`config.mk`:
```
export PLATFORM = sky130hd
export DESIGN_NAME = dlttq_ctrl
export DESIGN_NICKNAME = d
export VERILOG_FILES = /design/src/rtl/delta_list_task_timer_queue_unit_assert.svh /design/src/rtl/dlttq_pkg.sv /design/src/rtl/dlttq_ctrl.sv
export SDC_FILE = /design/constraint.sdc
export NUM_CORES = 1
export LEC_CHECK = 0
export CORE_ASPECT_RATIO = 1.75
export CORE_MARGIN = 1.5
export CORE_UTILIZATION = 45
export CTS_CLUSTER_SIZE = 30
export DETAILED_ROUTE_END_ITERATION = 7
export DONT_BUFFER_PORTS = 1
export GPL_ROUTABILITY_DRIVEN = 0
export SYNTH_ARGS = -nofsm -noshare
export SYNTH_HDL_FRONTEND = slang
export SYNTH_SLANG_ARGS = --single-unit
```
`constraint.sdc`:
```
create_clock -name i_clk -period 5.6 [get_ports i_clk]
set_clock_uncertainty 0.2 [all_clocks]
set_input_delay 0 -clock i_clk [delete_from_list [all_inputs] [get_ports i_clk]]
set_output_delay 0 -clock i_clk [all_outputs]
set_load 0.1 [all_outputs]
```
`src/rtl/delta_list_task_timer_queue_unit_assert.svh`:
```
// Assertion macros for the delta-list timer queue.
// Used by the top level only; the user provides i_clk and i_rst_n in scope.
`ifndef DELTA_LIST_TASK_TIMER_QUEUE_UNIT_ASSERT_SVH
`define DELTA_LIST_TASK_TIMER_QUEUE_UNIT_ASSERT_SVH

// Same-cycle implication, disabled during reset.
`define DLTTQ_ASSERT_IMP(lbl, ante, cons) \
    lbl: assert property (@(posedge i_clk) disable iff (!i_rst_n) (ante) |-> (cons)) \
        else $error("timer queue check failed");

// Next-cycle implication, disabled during reset.
`define DLTTQ_ASSERT_NXT(lbl, ante, cons) \
    lbl: assert property (@(posedge i_clk) disable iff (!i_rst_n) (ante) |=> (cons)) \
        else $error("timer queue check failed");

`endif

```
`src/rtl/dlttq_pkg.sv`:
```
// Shared types and constants of the delta-list timer queue.
// No dependencies; imported by the divider, datapath, controller and top level.
package dlttq_pkg;

    localparam int DW = 32;
    localparam int CW = $clog2(DW + 1);
    localparam int IDW = 8;

    localparam logic [1:0] MODE_TICK = 2'd0;
    localparam logic [1:0] MODE_ADD  = 2'd1;
    localparam logic [1:0] MODE_DEL  = 2'd2;
    localparam logic [1:0] MODE_DISP = 2'd3;

    localparam logic [1:0] ST_OK   = 2'd0;
    localparam logic [1:0] ST_FAIL = 2'd1;
    localparam logic [1:0] ST_NONE = 2'd2;

    localparam logic [IDW-1:0] WAKE_MAX = 8'hFF;

    typedef enum logic [4:0] {
        OP_NONE,
        OP_ACCEPT,
        OP_RD_HEAD,
        OP_TICK,
        OP_FAIL,
        OP_FAIL_IDLE,
        OP_ADD_START,
        OP_ADD_ALLOC,
        OP_ADD_WRITE,
        OP_WALK_RD,
        OP_INS_STEP,
        OP_FIN1,
        OP_FIN2,
        OP_DEL_STEP,
        OP_DISP,
        OP_UNLINK0,
        OP_UNLINK1,
        OP_RELEASE,
        OP_REINSERT
    } t_op;

    typedef struct packed {
        t_op  op;
        logic out_load;
    } t_cmd;

    typedef struct packed {
        logic head_nil;
        logic free_nil;
        logic cur_nil;
        logic n_max;
        logic d_ge;
        logic id_match;
        logic wake_zero;
        logic per_zero;
        logic div_done;
        logic out_ready;
    } t_sts;

endpackage

```
`src/rtl/dlttq_ctrl.sv`:
```
// Controller of the timer queue: one-hot sequencer that issues datapath micro-ops.
// Depends on dlttq_pkg.
module dlttq_ctrl
    import dlttq_pkg::*;
(
    input  logic       i_clk,
    input  logic       i_rst_n,
    input  logic       i_in_valid,
    input  logic [1:0] i_mode,
    input  t_sts       i_sts,
    output t_cmd       o_cmd,
    output logic       o_idle
);

    typedef enum logic [18:0] {
        S_IDLE = 19'h00001,
        S_T0   = 19'h00002,
        S_T1   = 19'h00004,
        S_A0   = 19'h00008,
        S_ADIV = 19'h00010,
        S_A1   = 19'h00020,
        S_A2   = 19'h00040,
        S_IRD  = 19'h00080,
        S_IEV  = 19'h00100,
        S_FIN1 = 19'h00200,
        S_FIN2 = 19'h00400,
        S_DRD  = 19'h00800,
        S_DEV  = 19'h01000,
        S_P0   = 19'h02000,
        S_P1   = 19'h04000,
        S_U0   = 19'h08000,
        S_U1   = 19'h10000,
        S_U2   = 19'h20000,
        S_DONE = 19'h40000
    } t_state;

    t_state r_state, n_state;
    logic   r_disp, n_disp;

    always_comb begin
        n_state      = r_state;
        n_disp       = r_disp;
        o_cmd.op     = OP_NONE;
        o_cmd.out_load = 1'b0;
        unique case (r_state)
            S_IDLE: begin
                if (i_in_valid) begin
                    o_cmd.op = OP_ACCEPT;
                    n_disp   = (i_mode == MODE_DISP);
                    unique case (i_mode)
                        MODE_TICK: n_state = S_T0;
                        MODE_ADD:  n_state = S_A0;
                        MODE_DEL:  n_state = S_DRD;
                        MODE_DISP: n_state = S_P0;
                        default:   n_state = S_IDLE;
                    endcase
                end
            end
            S_T0: begin
                if (i_sts.head_nil) begin
                    n_state = S_DONE;
                end else begin
                    o_cmd.op = OP_RD_HEAD;
                    n_state  = S_T1;
                end
            end
            S_T1: begin
                o_cmd.op = OP_TICK;
                n_state  = S_DONE;
            end
            S_A0: begin
                if (i_sts.free_nil) begin
                    o_cmd.op = OP_FAIL;
                    n_state  = S_DONE;
                end else begin
                    o_cmd.op = OP_ADD_START;
                    n_state  = S_ADIV;
                end
            end
            S_ADIV: begin
                if (i_sts.div_done) begin
                    n_state = S_A1;
                end
            end
            S_A1: begin
                o_cmd.op = OP_ADD_ALLOC;
                n_state  = S_A2;
            end
            S_A2: begin
                o_cmd.op = OP_ADD_WRITE;
                n_state  = S_IRD;
            end
            S_IRD: begin
                if (i_sts.cur_nil || i_sts.n_max) begin
                    n_state = S_FIN1;
                end else begin
                    o_cmd.op = OP_WALK_RD;
                    n_state  = S_IEV;
                end
            end
            S_IEV: begin
                // equal deltas are passed so the new entry lands after them
                if (i_sts.d_ge) begin
                    o_cmd.op = OP_INS_STEP;
                    n_state  = S_IRD;
                end else begin
                    n_state = S_FIN1;
                end
            end
            S_FIN1: begin
                o_cmd.op = OP_FIN1;
                n_state  = S_FIN2;
            end
            S_FIN2: begin
                o_cmd.op = OP_FIN2;
                n_state  = S_DONE;
            end
            S_DRD: begin
                if (i_sts.cur_nil || i_sts.n_max) begin
                    o_cmd.op = OP_FAIL;
                    n_state  = S_DONE;
                end else begin
                    o_cmd.op = OP_WALK_RD;
                    n_state  = S_DEV;
                end
            end
            S_DEV: begin
                if (i_sts.id_match) begin
                    n_state = S_U0;
                end else begin
                    o_cmd.op = OP_DEL_STEP;
                    n_state  = S_DRD;
                end
            end
            S_P0: begin
                if (i_sts.head_nil) begin
                    o_cmd.op = OP_FAIL_IDLE;
                    n_state  = S_DONE;
                end else begin
                    o_cmd.op = OP_RD_HEAD;
                    n_state  = S_P1;
                end
            end
            S_P1: begin
                if (i_sts.wake_zero) begin
                    o_cmd.op = OP_FAIL_IDLE;
                    n_state  = S_DONE;
                end else begin
                    o_cmd.op = OP_DISP;
                    n_state  = S_U0;
                end
            end
            S_U0: begin
                o_cmd.op = OP_UNLINK0;
                n_state  = S_U1;
            end
            S_U1: begin
                o_cmd.op = OP_UNLINK1;
                n_state  = S_U2;
            end
            S_U2: begin
                if (r_disp && !i_sts.per_zero) begin
                    o_cmd.op = OP_REINSERT;
                    n_state  = S_IRD;
                end else begin
                    o_cmd.op = OP_RELEASE;
                    n_state  = S_DONE;
                end
            end
            S_DONE: begin
                if (i_sts.out_ready) begin
                    o_cmd.out_load = 1'b1;
                    n_state        = S_IDLE;
                end
            end
            default: n_state = S_IDLE;
        endcase
    end

    always_ff @(posedge i_clk) begin
        if (!i_rst_n) begin
            r_state <= S_IDLE;
            r_disp  <= 1'b0;
        end else begin
            r_state <= n_state;
            r_disp  <= n_disp;
        end
    end

    assign o_idle = (r_state == S_IDLE);

endmodule
```
* Word-level counts from Yosys, hierarchy flattened
Index checks and enable logic that the tools add are counted.
Storage, ports and cells: register bits after elaboration 20, latch bits 0, bits in writable memories 0, memory bits (read-only) 0, output and inout bits 7, word-level logic and storage cells 61, memories kept 0
Operators by class: $add $sub $neg 0, $mul 0, divide/modulo/power cells 0, $lt $le $gt $ge 0, equal/unequal tests 25, shift-type cells 0, multiplexer cells 27, bitwise operators 0, reduce and logical (&&, ||, !) cells 7
Operators by type and width (number):
- $pmux W19 S18 | 1
- $mux W19 | 9
- $pmux W5 S17 | 1
- $pmux W19 S4 | 1
- $mux W10 | 2
- $mux W4 | 5
- $eq A19 B1 Y1 const B | 1
- $eq A19 B10 Y1 const B | 1
- $eq A19 B11 Y1 const B | 1
- $eq A19 B12 Y1 const B | 1
- $eq A19 B13 Y1 const B | 1
- $eq A19 B14 Y1 const B | 1
- $eq A19 B15 Y1 const B | 1
- $eq A19 B16 Y1 const B | 1
- $eq A19 B17 Y1 const B | 1
- $eq A19 B18 Y1 const B | 1
- $eq A19 B19 Y1 const B | 1
- $eq A19 B2 Y1 const B | 1
- $eq A19 B3 Y1 const B | 1
- $eq A19 B4 Y1 const B | 1
- $eq A19 B5 Y1 const B | 1
- $eq A19 B6 Y1 const B | 1
- $eq A19 B7 Y1 const B | 1
- $eq A19 B8 Y1 const B | 1
- other kinds (15) | 22

* Logic depth before layout (Yosys ltp)
Gate-level depths: netlist of the first run.
depth after elaboration 4, gate-level depth with buffers 7, depth with buffers taken out 7

* Worst setup path after synthesis of the first run
OpenSTA, ideal clock, no wires.
path kind register -> output, start point reg r_state[12], end point out o_cmd[1] in the netlist's numbering, arrival time 3.025 ns, path slack 2.375 ns, stages on the path, launching flop included 7, path buffers 0, cells stage by stage dfxtp_1 nor4_4 nand2_1 or4_4 inv_1 nand2_1 nand4b_1
RTL lines:
- from (decl) | RTL line dlttq_ctrl.sv:37 | t_state r_state, n_state;
- from (signal assigned) | RTL line dlttq_ctrl.sv:185 | r_state <= n_state;
- to (decl) | RTL line dlttq_ctrl.sv:11 | output t_cmd o_cmd,

==> results of run 1 <==
routing by layer:
metal,vias up,global-route usage [%]
li1,611,-
met1,605,25.26
met2,47,43.30
met3,11,2.638
met4,0,13.80
met5,-,0
stage by stage:
step / util, % / total power, W / instances
floorplan: - / 0.0002470 / 148
global placement: 48.16 / 0.0002558 / 176
detailed placement: 48.16 / 0.0002575 / 176
CTS: 57.08 / 0.0003814 / 200
global route: 57.08 / 0.0003977 / 200
finish: 57.08 / 0.0003832 / 200
placed cells by master, fill, tap and decap left out, types with 2 or more instances in the layout:
cell type,n
nor2_1,14
nand3_1,6
dlygate4sd3_1,20
nand2_1,8
inv_1,9
nor4_4,4
and4b_1,3
or4_1,3
o21ai_2,2
nand4_1,3
o21ai_0,4
nor2_2,6
a21oi_1,3
or3_4,3
nor4_1,2
or4b_2,2
nor3_2,2
nand4b_1,8
nand2_2,2
clkbuf_8,4
nor3_1,7
nor4b_1,5
nand2b_1,4
nor2b_1,2
or3b_1,2
or2_2,2
dfxtp_1,20
and4_1,3
worst register-to-register path, delay by kind of cell (launching register included):
kind,cells,cell delay [ns]
buffers and inverters,1,0.56
flip-flops,1,0.36
AND/OR/NAND/NOR,5,1.50
AO/OA/AOI/OAI,1,0.16
cells in the mapped netlist, types with 2 or more instances:
| master | count |
|---|---|
| dfxtp_1 | 20 |
| nor2_1 | 15 |
| inv_1 | 9 |
| nand2_1 | 8 |
| nand4b_1 | 8 |
| nor3_1 | 8 |
| nand3_1 | 6 |
| nor2_2 | 5 |
| nor4b_1 | 5 |
| nand2b_1 | 4 |
| nor4_4 | 4 |
| o21ai_0 | 4 |
| a21oi_1 | 3 |
| and4_1 | 3 |
| and4b_1 | 3 |
| nand4_1 | 3 |
| or3_4 | 3 |
| or4_1 | 3 |
| nand2_2 | 2 |
| nor2b_1 | 2 |
| nor4_1 | 2 |
| o21ai_2 | 2 |
| or2_2 | 2 |
| or3b_1 | 2 |
| or4b_2 | 2 |
layout make-up:
cell class | instances | area [µm²] | share of cell area (%)
clock buffers | 4 | 55.05 | 3.369
inverters | 9 | 33.78 | 2.067
multi-input cells | 118 | 884.6 | 54.13
flip-flops and latches | 20 | 400.4 | 24.50
well taps | 28 | 35.03 | 2.144
repair buffers | 21 | 225.2 | 13.78
cells by family after synthesis:
logic type      after synthesis  synth area share, %
simple gates                101                56.01
xor+xnor                      1               0.6580
buf+inv                      10                4.041
compound gates               16                9.211
flops                        20                30.07
registers in the layout, summed over array words and instances (netlist names):
register	cells
r_state	19
r_disp	1
timing repair:
item,CTS,global route
gates resized for setup,0,0
hold buffers,20,0
setup endpoints to repair,0,0
hold endpoints to repair,20,0
worst paths after layout:
path                end  slack (ns)  cells past startpoint
max            o_cmd[1]        1.87                      6
min          r_state[5]        0.02                      3
max reg2reg  r_state[8]        2.70                      7
min reg2reg      r_disp        0.27                      2
power by group through the flow:
stage | combinational, W | clock (W) | sequential (W)
3_5_place_dp | 0.000103 | 0 | 0.000155
3_3_place_gp | 0.000101 | 0 | 0.000154
6_report | 0.000117 | 0.000115 | 0.000151
4_1_cts | 0.000115 | 0.000115 | 0.000151
2_1_floorplan | 0.0000932 | 0 | 0.000154
5_1_grt | 0.000123 | 0.000123 | 0.000152
==> impl_metrics.ini, run 1 <==
[clock_tree]
cts_root_buf = clkbuf_8
htreeDepth = 1
path_clk_slew_ns = 0.08
clk_path_buf_depth = 2
clock_latency_ns = 0.27
cts_tree = yes
cts_setup_buffers = 0
cts_made_buffers = 3
cts.sink_count = 20

[final_layout]
drive_gt1_share_pct = 22.09
diodes = 0
stdcell_area_mm2 = 0.001634
nets = 188
fill_cells = 274
area_growth_pct = 22.74

[sta]
finalCriticalPeriod_ns = 3.725
finalHoldViolCount = 0
tightest_slew_ns = 1.208
rsz0062_at_grt = false
fin_tns_setup_ns = 0
period_share_pct = 66.53
max_freq_mhz = 268.4
maxSlewViolCount = 0
relSlewSlack_pct = 19.26
setup_viol = 0
hold_slack_ns = 0.02155
setup_ws_ns = 1.875

[power_and_ir_drop]
p_per_area_mw_per_mm2 = 234.5
leakage_nw = 0.6420
comb_power_share_pct = 30.5
power_frac_seq_pct = 39.5
p_sw_share_pct = 36.09
vdd_ir_drop_max_mv = 0.2328
internal_power_w = 0.0002449
power.switching_w = 0.0001383
clockPowerShare_pct = 30.0

[logic_synthesis]
netlist_instances = 148
ys_seq_area_share_pct = 30.08
syn_nets = 163
synth_area_mm2 = 0.001331
async_reset_ff_share_pct = 0
yosys_most_used_dff = dfxtp_1
ys_seq_elements = 20
yosysTopAreaCell = dfxtp_1
synth_edf_count = 0
synth_area_leaders = dfxtp_1 30%, nor4_4 6.4%, nand4b_1 5.3%, nor2_1 4.2%, nor4b_1 3.3%
ys_types = 45
yosys_warnings = 0
yosysTopAreaCellShare_pct = 30.08
syn_area_per_cell_um2 = 8.995

[critical_path]
path_buf_inv = 1
startpoint = r_state[16]
critPathKind = register to primary output
start_kind = register
path_common_cell = nand2_1
worstPathMaxFanout = 6
regToRegStartpoint = r_state[16]
crit_path_end_kind = primary output
cpLargestDelayFamily = simple AND/OR/NAND/NOR gates
path_cells = nor3_1 > nand2_1 > or4_4 > inv_1 > nand2_1 > nand4b_1
cp_slowest_stage_delay_ns = 0.87
cpMaxStageDelayCell = nand4b_1
crit_required_ns = 5.40
arrival_ns = 3.53

[route]
dr.first_iter.drc_count = 51
drtAntennaViolNets = 0
top_layer = met4
wl_met1_mm = 1.370
totalWireLength_mm = 3.662
first_pass_iters = 4
wl_met3_um = 167
num_vias = 1274
wl_met2_mm = 1.969
drc = 0
wl_per_cell_um = 18.31
via_per_inst = 6.370

[floorplanning]
fp.coreArea_mm2 = 0.002863
die_w_um = 44.12
std_cell_rows = 26
chipHeight_um = 74.95
ios = 22
start_util_pct = 46.50
die_area_mm2 = 0.003306

[placement]
post-place-ws_ns = 2.214
placed_area_mm2 = 0.001379
hpwl_mm = 2.705
io_buffers = 0

[job]
drv_cap = 0

[outcome]
status = completed

[global_routing]
grt_max_degree = 16
grt_antenna_before_repair = 0
grt_pass1_wl_mm = 5.685
grt_pass1_vias = 1233
grt.total_usage_pct = 23.65
grt_overflow = 0

[worst_hold_path]
hold_path_class = primary input to register
min_from = i_in_valid
No activity file was read; power rests on OpenSTA's default activity.
==> run 2, diff against run 1 <==
==> constraint.sdc (replaced) <==
create_clock -name i_clk -period 3.3 [get_ports i_clk]
set_clock_uncertainty 0.2 [all_clocks]
set_input_delay 0 -clock i_clk [delete_from_list [all_inputs] [get_ports i_clk]]
set_output_delay 0 -clock i_clk [all_outputs]
set_load 0.1 [all_outputs]
==> run 2 against run 1 <==
First-iteration DRC count increased by 76%. Sequential share of layout area decreased by 0.50 points. Sequential power increased by 71%. Largest cell class unchanged. Total power increased by 68%. Die area unchanged. Setup slack got worse by 1.5 ns. Final cell count increased by 2.0%. Core utilization increased by 1.2 points. Flip-flop and latch count unchanged. Clock power increased by 42%. Critical endpoint is now r_state[8]. Worst hold slack got worse by 0.0088 ns.
==> impl_metrics.ini, run 2 (synthesis gave the netlist of run 1 again) <==
[outcome]
status = completed

[sta]
tightest_slew_ns = 0.4799
setup_ws_ns = 0.3297
finalHoldViolCount = 0
maxSlewViolCount = 0
period_share_pct = 90.01
fin_tns_setup_ns = 0
rsz0062_at_grt = false
relSlewSlack_pct = 67.76
finalCriticalPeriod_ns = 2.970
max_freq_mhz = 336.7
setup_viol = 0

[power_and_ir_drop]
p_sw_share_pct = 36.63
power.switching_w = 0.0002352
clockPowerShare_pct = 25.5
vdd_ir_drop_max_mv = 0.3906
power_frac_seq_pct = 40.2
internal_power_w = 0.0004070
comb_power_share_pct = 34.4
p_per_area_mw_per_mm2 = 385.0
leakage_nw = 0.6632
fin_total_pwr_w = 0.0006422

[critical_path]
arrival_ns = 2.92
r2r_slack_ns = 0.33
start_kind = register
crit_required_ns = 3.25
cpLargestDelayFamily = simple AND/OR/NAND/NOR gates
path_cells = nor3_1 > nand2_1 > or4_4 > o21ai_2 > or2b_4 > nor4b_1 > dlygate4sd3_1
cp_slowest_stage_delay_ns = 0.59
startpoint = r_state[16]
regToRegStartpoint = r_state[16]
path_buf_inv = 1
crit_path_end_kind = register
cpMaxStageDelayCell = or4_4
r2r-end = r_state[8]
critPathKind = register to register
worstPathMaxFanout = 15
rr_worst_depth = 7

[placement]
hpwl_mm = 2.904
io_buffers = 0
post-place-ws_ns = 0.7706

[final_layout]
biggestRegsByFlops = r_state: 19 flops, r_disp: 1 flops
final_util_pct = 58.26
drive_gt1_share_pct = 24.43
fill_cells = 269
diodes = 0
nets = 193
layout_common_cells = 20 x dfxtp_1, 19 x dlygate4sd3_1, 14 x nor2_1
largest_reg_flops = 19
top_register = r_state
final_common_cell = dfxtp_1
area_growth_pct = 25.28

[floorplanning]
ios = 22
die_area_mm2 = 0.003306
chipHeight_um = 74.95
start_util_pct = 46.50
die_w_um = 44.12
fp.coreArea_mm2 = 0.002863
std_cell_rows = 26

[clock_tree]
cts_setup_buffers = 0
path_clk_slew_ns = 0.08
cts_tree = yes
ctsResizeCount = 0
cts_hold_buf = 19
cts_made_buffers = 3
cts.sink_count = 20
clk_path_buf_depth = 2
clock_latency_ns = 0.26
cts_root_buf = clkbuf_8
htreeDepth = 1

[route]
first_pass_iters = 4
drtAntennaViolNets = 0
wl_met3_um = 186
num_vias = 1298
dr.first_iter.drc_count = 90
totalWireLength_mm = 3.857
drc = 0
wl_met2_mm = 2.087
wl_met1_mm = 1.424
via_per_inst = 6.363
wl_per_cell_um = 18.91
top_layer = met4

[global_routing]
grt_max_degree = 16
grt.total_usage_pct = 25.16
grt_pass1_wl_mm = 6.058
grt_overflow = 0
grt_antenna_before_repair = 0
grt_pass1_vias = 1352

[worst_hold_path]
hold_depth = 3
hold_path_class = primary input to register
min_from = i_sts[0]
hold_end = r_state[18]

[job]
drv_cap = 0
==> run 2: cell count changes in the layout (fill, tap and decap cells not counted) <==
cell,delta
dlygate4sd3_1,-1
buf_12,+1
buf_4,+5
clkbuf_8,-1
==> run 2: how the worst max path moves through the flow <==
stage	end	cells after the start	slack, ns
floorplan	o_cmd[1]	6	0.07
global placement	o_cmd[2]	7	0.77
detailed placement	o_cmd[2]	7	0.77
CTS	r_state[8]	7	0.34
global route	r_state[8]	7	0.16
finish	r_state[8]	7	0.33
==> run 2: layout make-up <==
cell class	count	area (µm²)	share of cell area [%]
timing repair buffer	26	272.8	16.35
tap	28	35.03	2.101
multi-input combinational	118	884.6	53.04
inverter	9	33.78	2.026
sequential	20	400.4	24.01
clock buffer	3	41.29	2.476
==> run 2: stage by stage <==
step           hold slack [ns]  instances  instance area (µm²)
5_1_grt                0.01435        204                 1668
6_report               0.01276        204                 1668
2_1_floorplan          -0.1303        148                 1331
3_3_place_gp           -0.1220        182                 1436
4_1_cts                0.01427        204                 1668
3_5_place_dp           -0.1233        182                 1436
==> run 2: layer usage <==
metal | track usage (%) | up-vias
li1 | - | 622
met1 | 26.44 | 611
met2 | 45.26 | 51
met3 | 2.638 | 14
met4 | 17.51 | 0
met5 | 0 | -
==> run 2: power groups by stage <==
stage / Combinational [W] / Sequential (W) / Clock (W)
2_1_floorplan: 0.000158 / 0.000261 / 0
3_3_place_gp: 0.000195 / 0.000263 / 0
3_5_place_dp: 0.000197 / 0.000264 / 0
4_1_cts: 0.000218 / 0.000258 / 0.000165
5_1_grt: 0.000231 / 0.000259 / 0.000175
6_report: 0.000221 / 0.000258 / 0.000163
==> run 2: tightest hold or removal path, delay by kind of cell <==
| family | cells | cell delay (ns) |
|---|---|---|
| AND/OR/NAND/NOR | 2 | 0.28 |
| AO/OA/AOI/OAI | 1 | 0.15 |
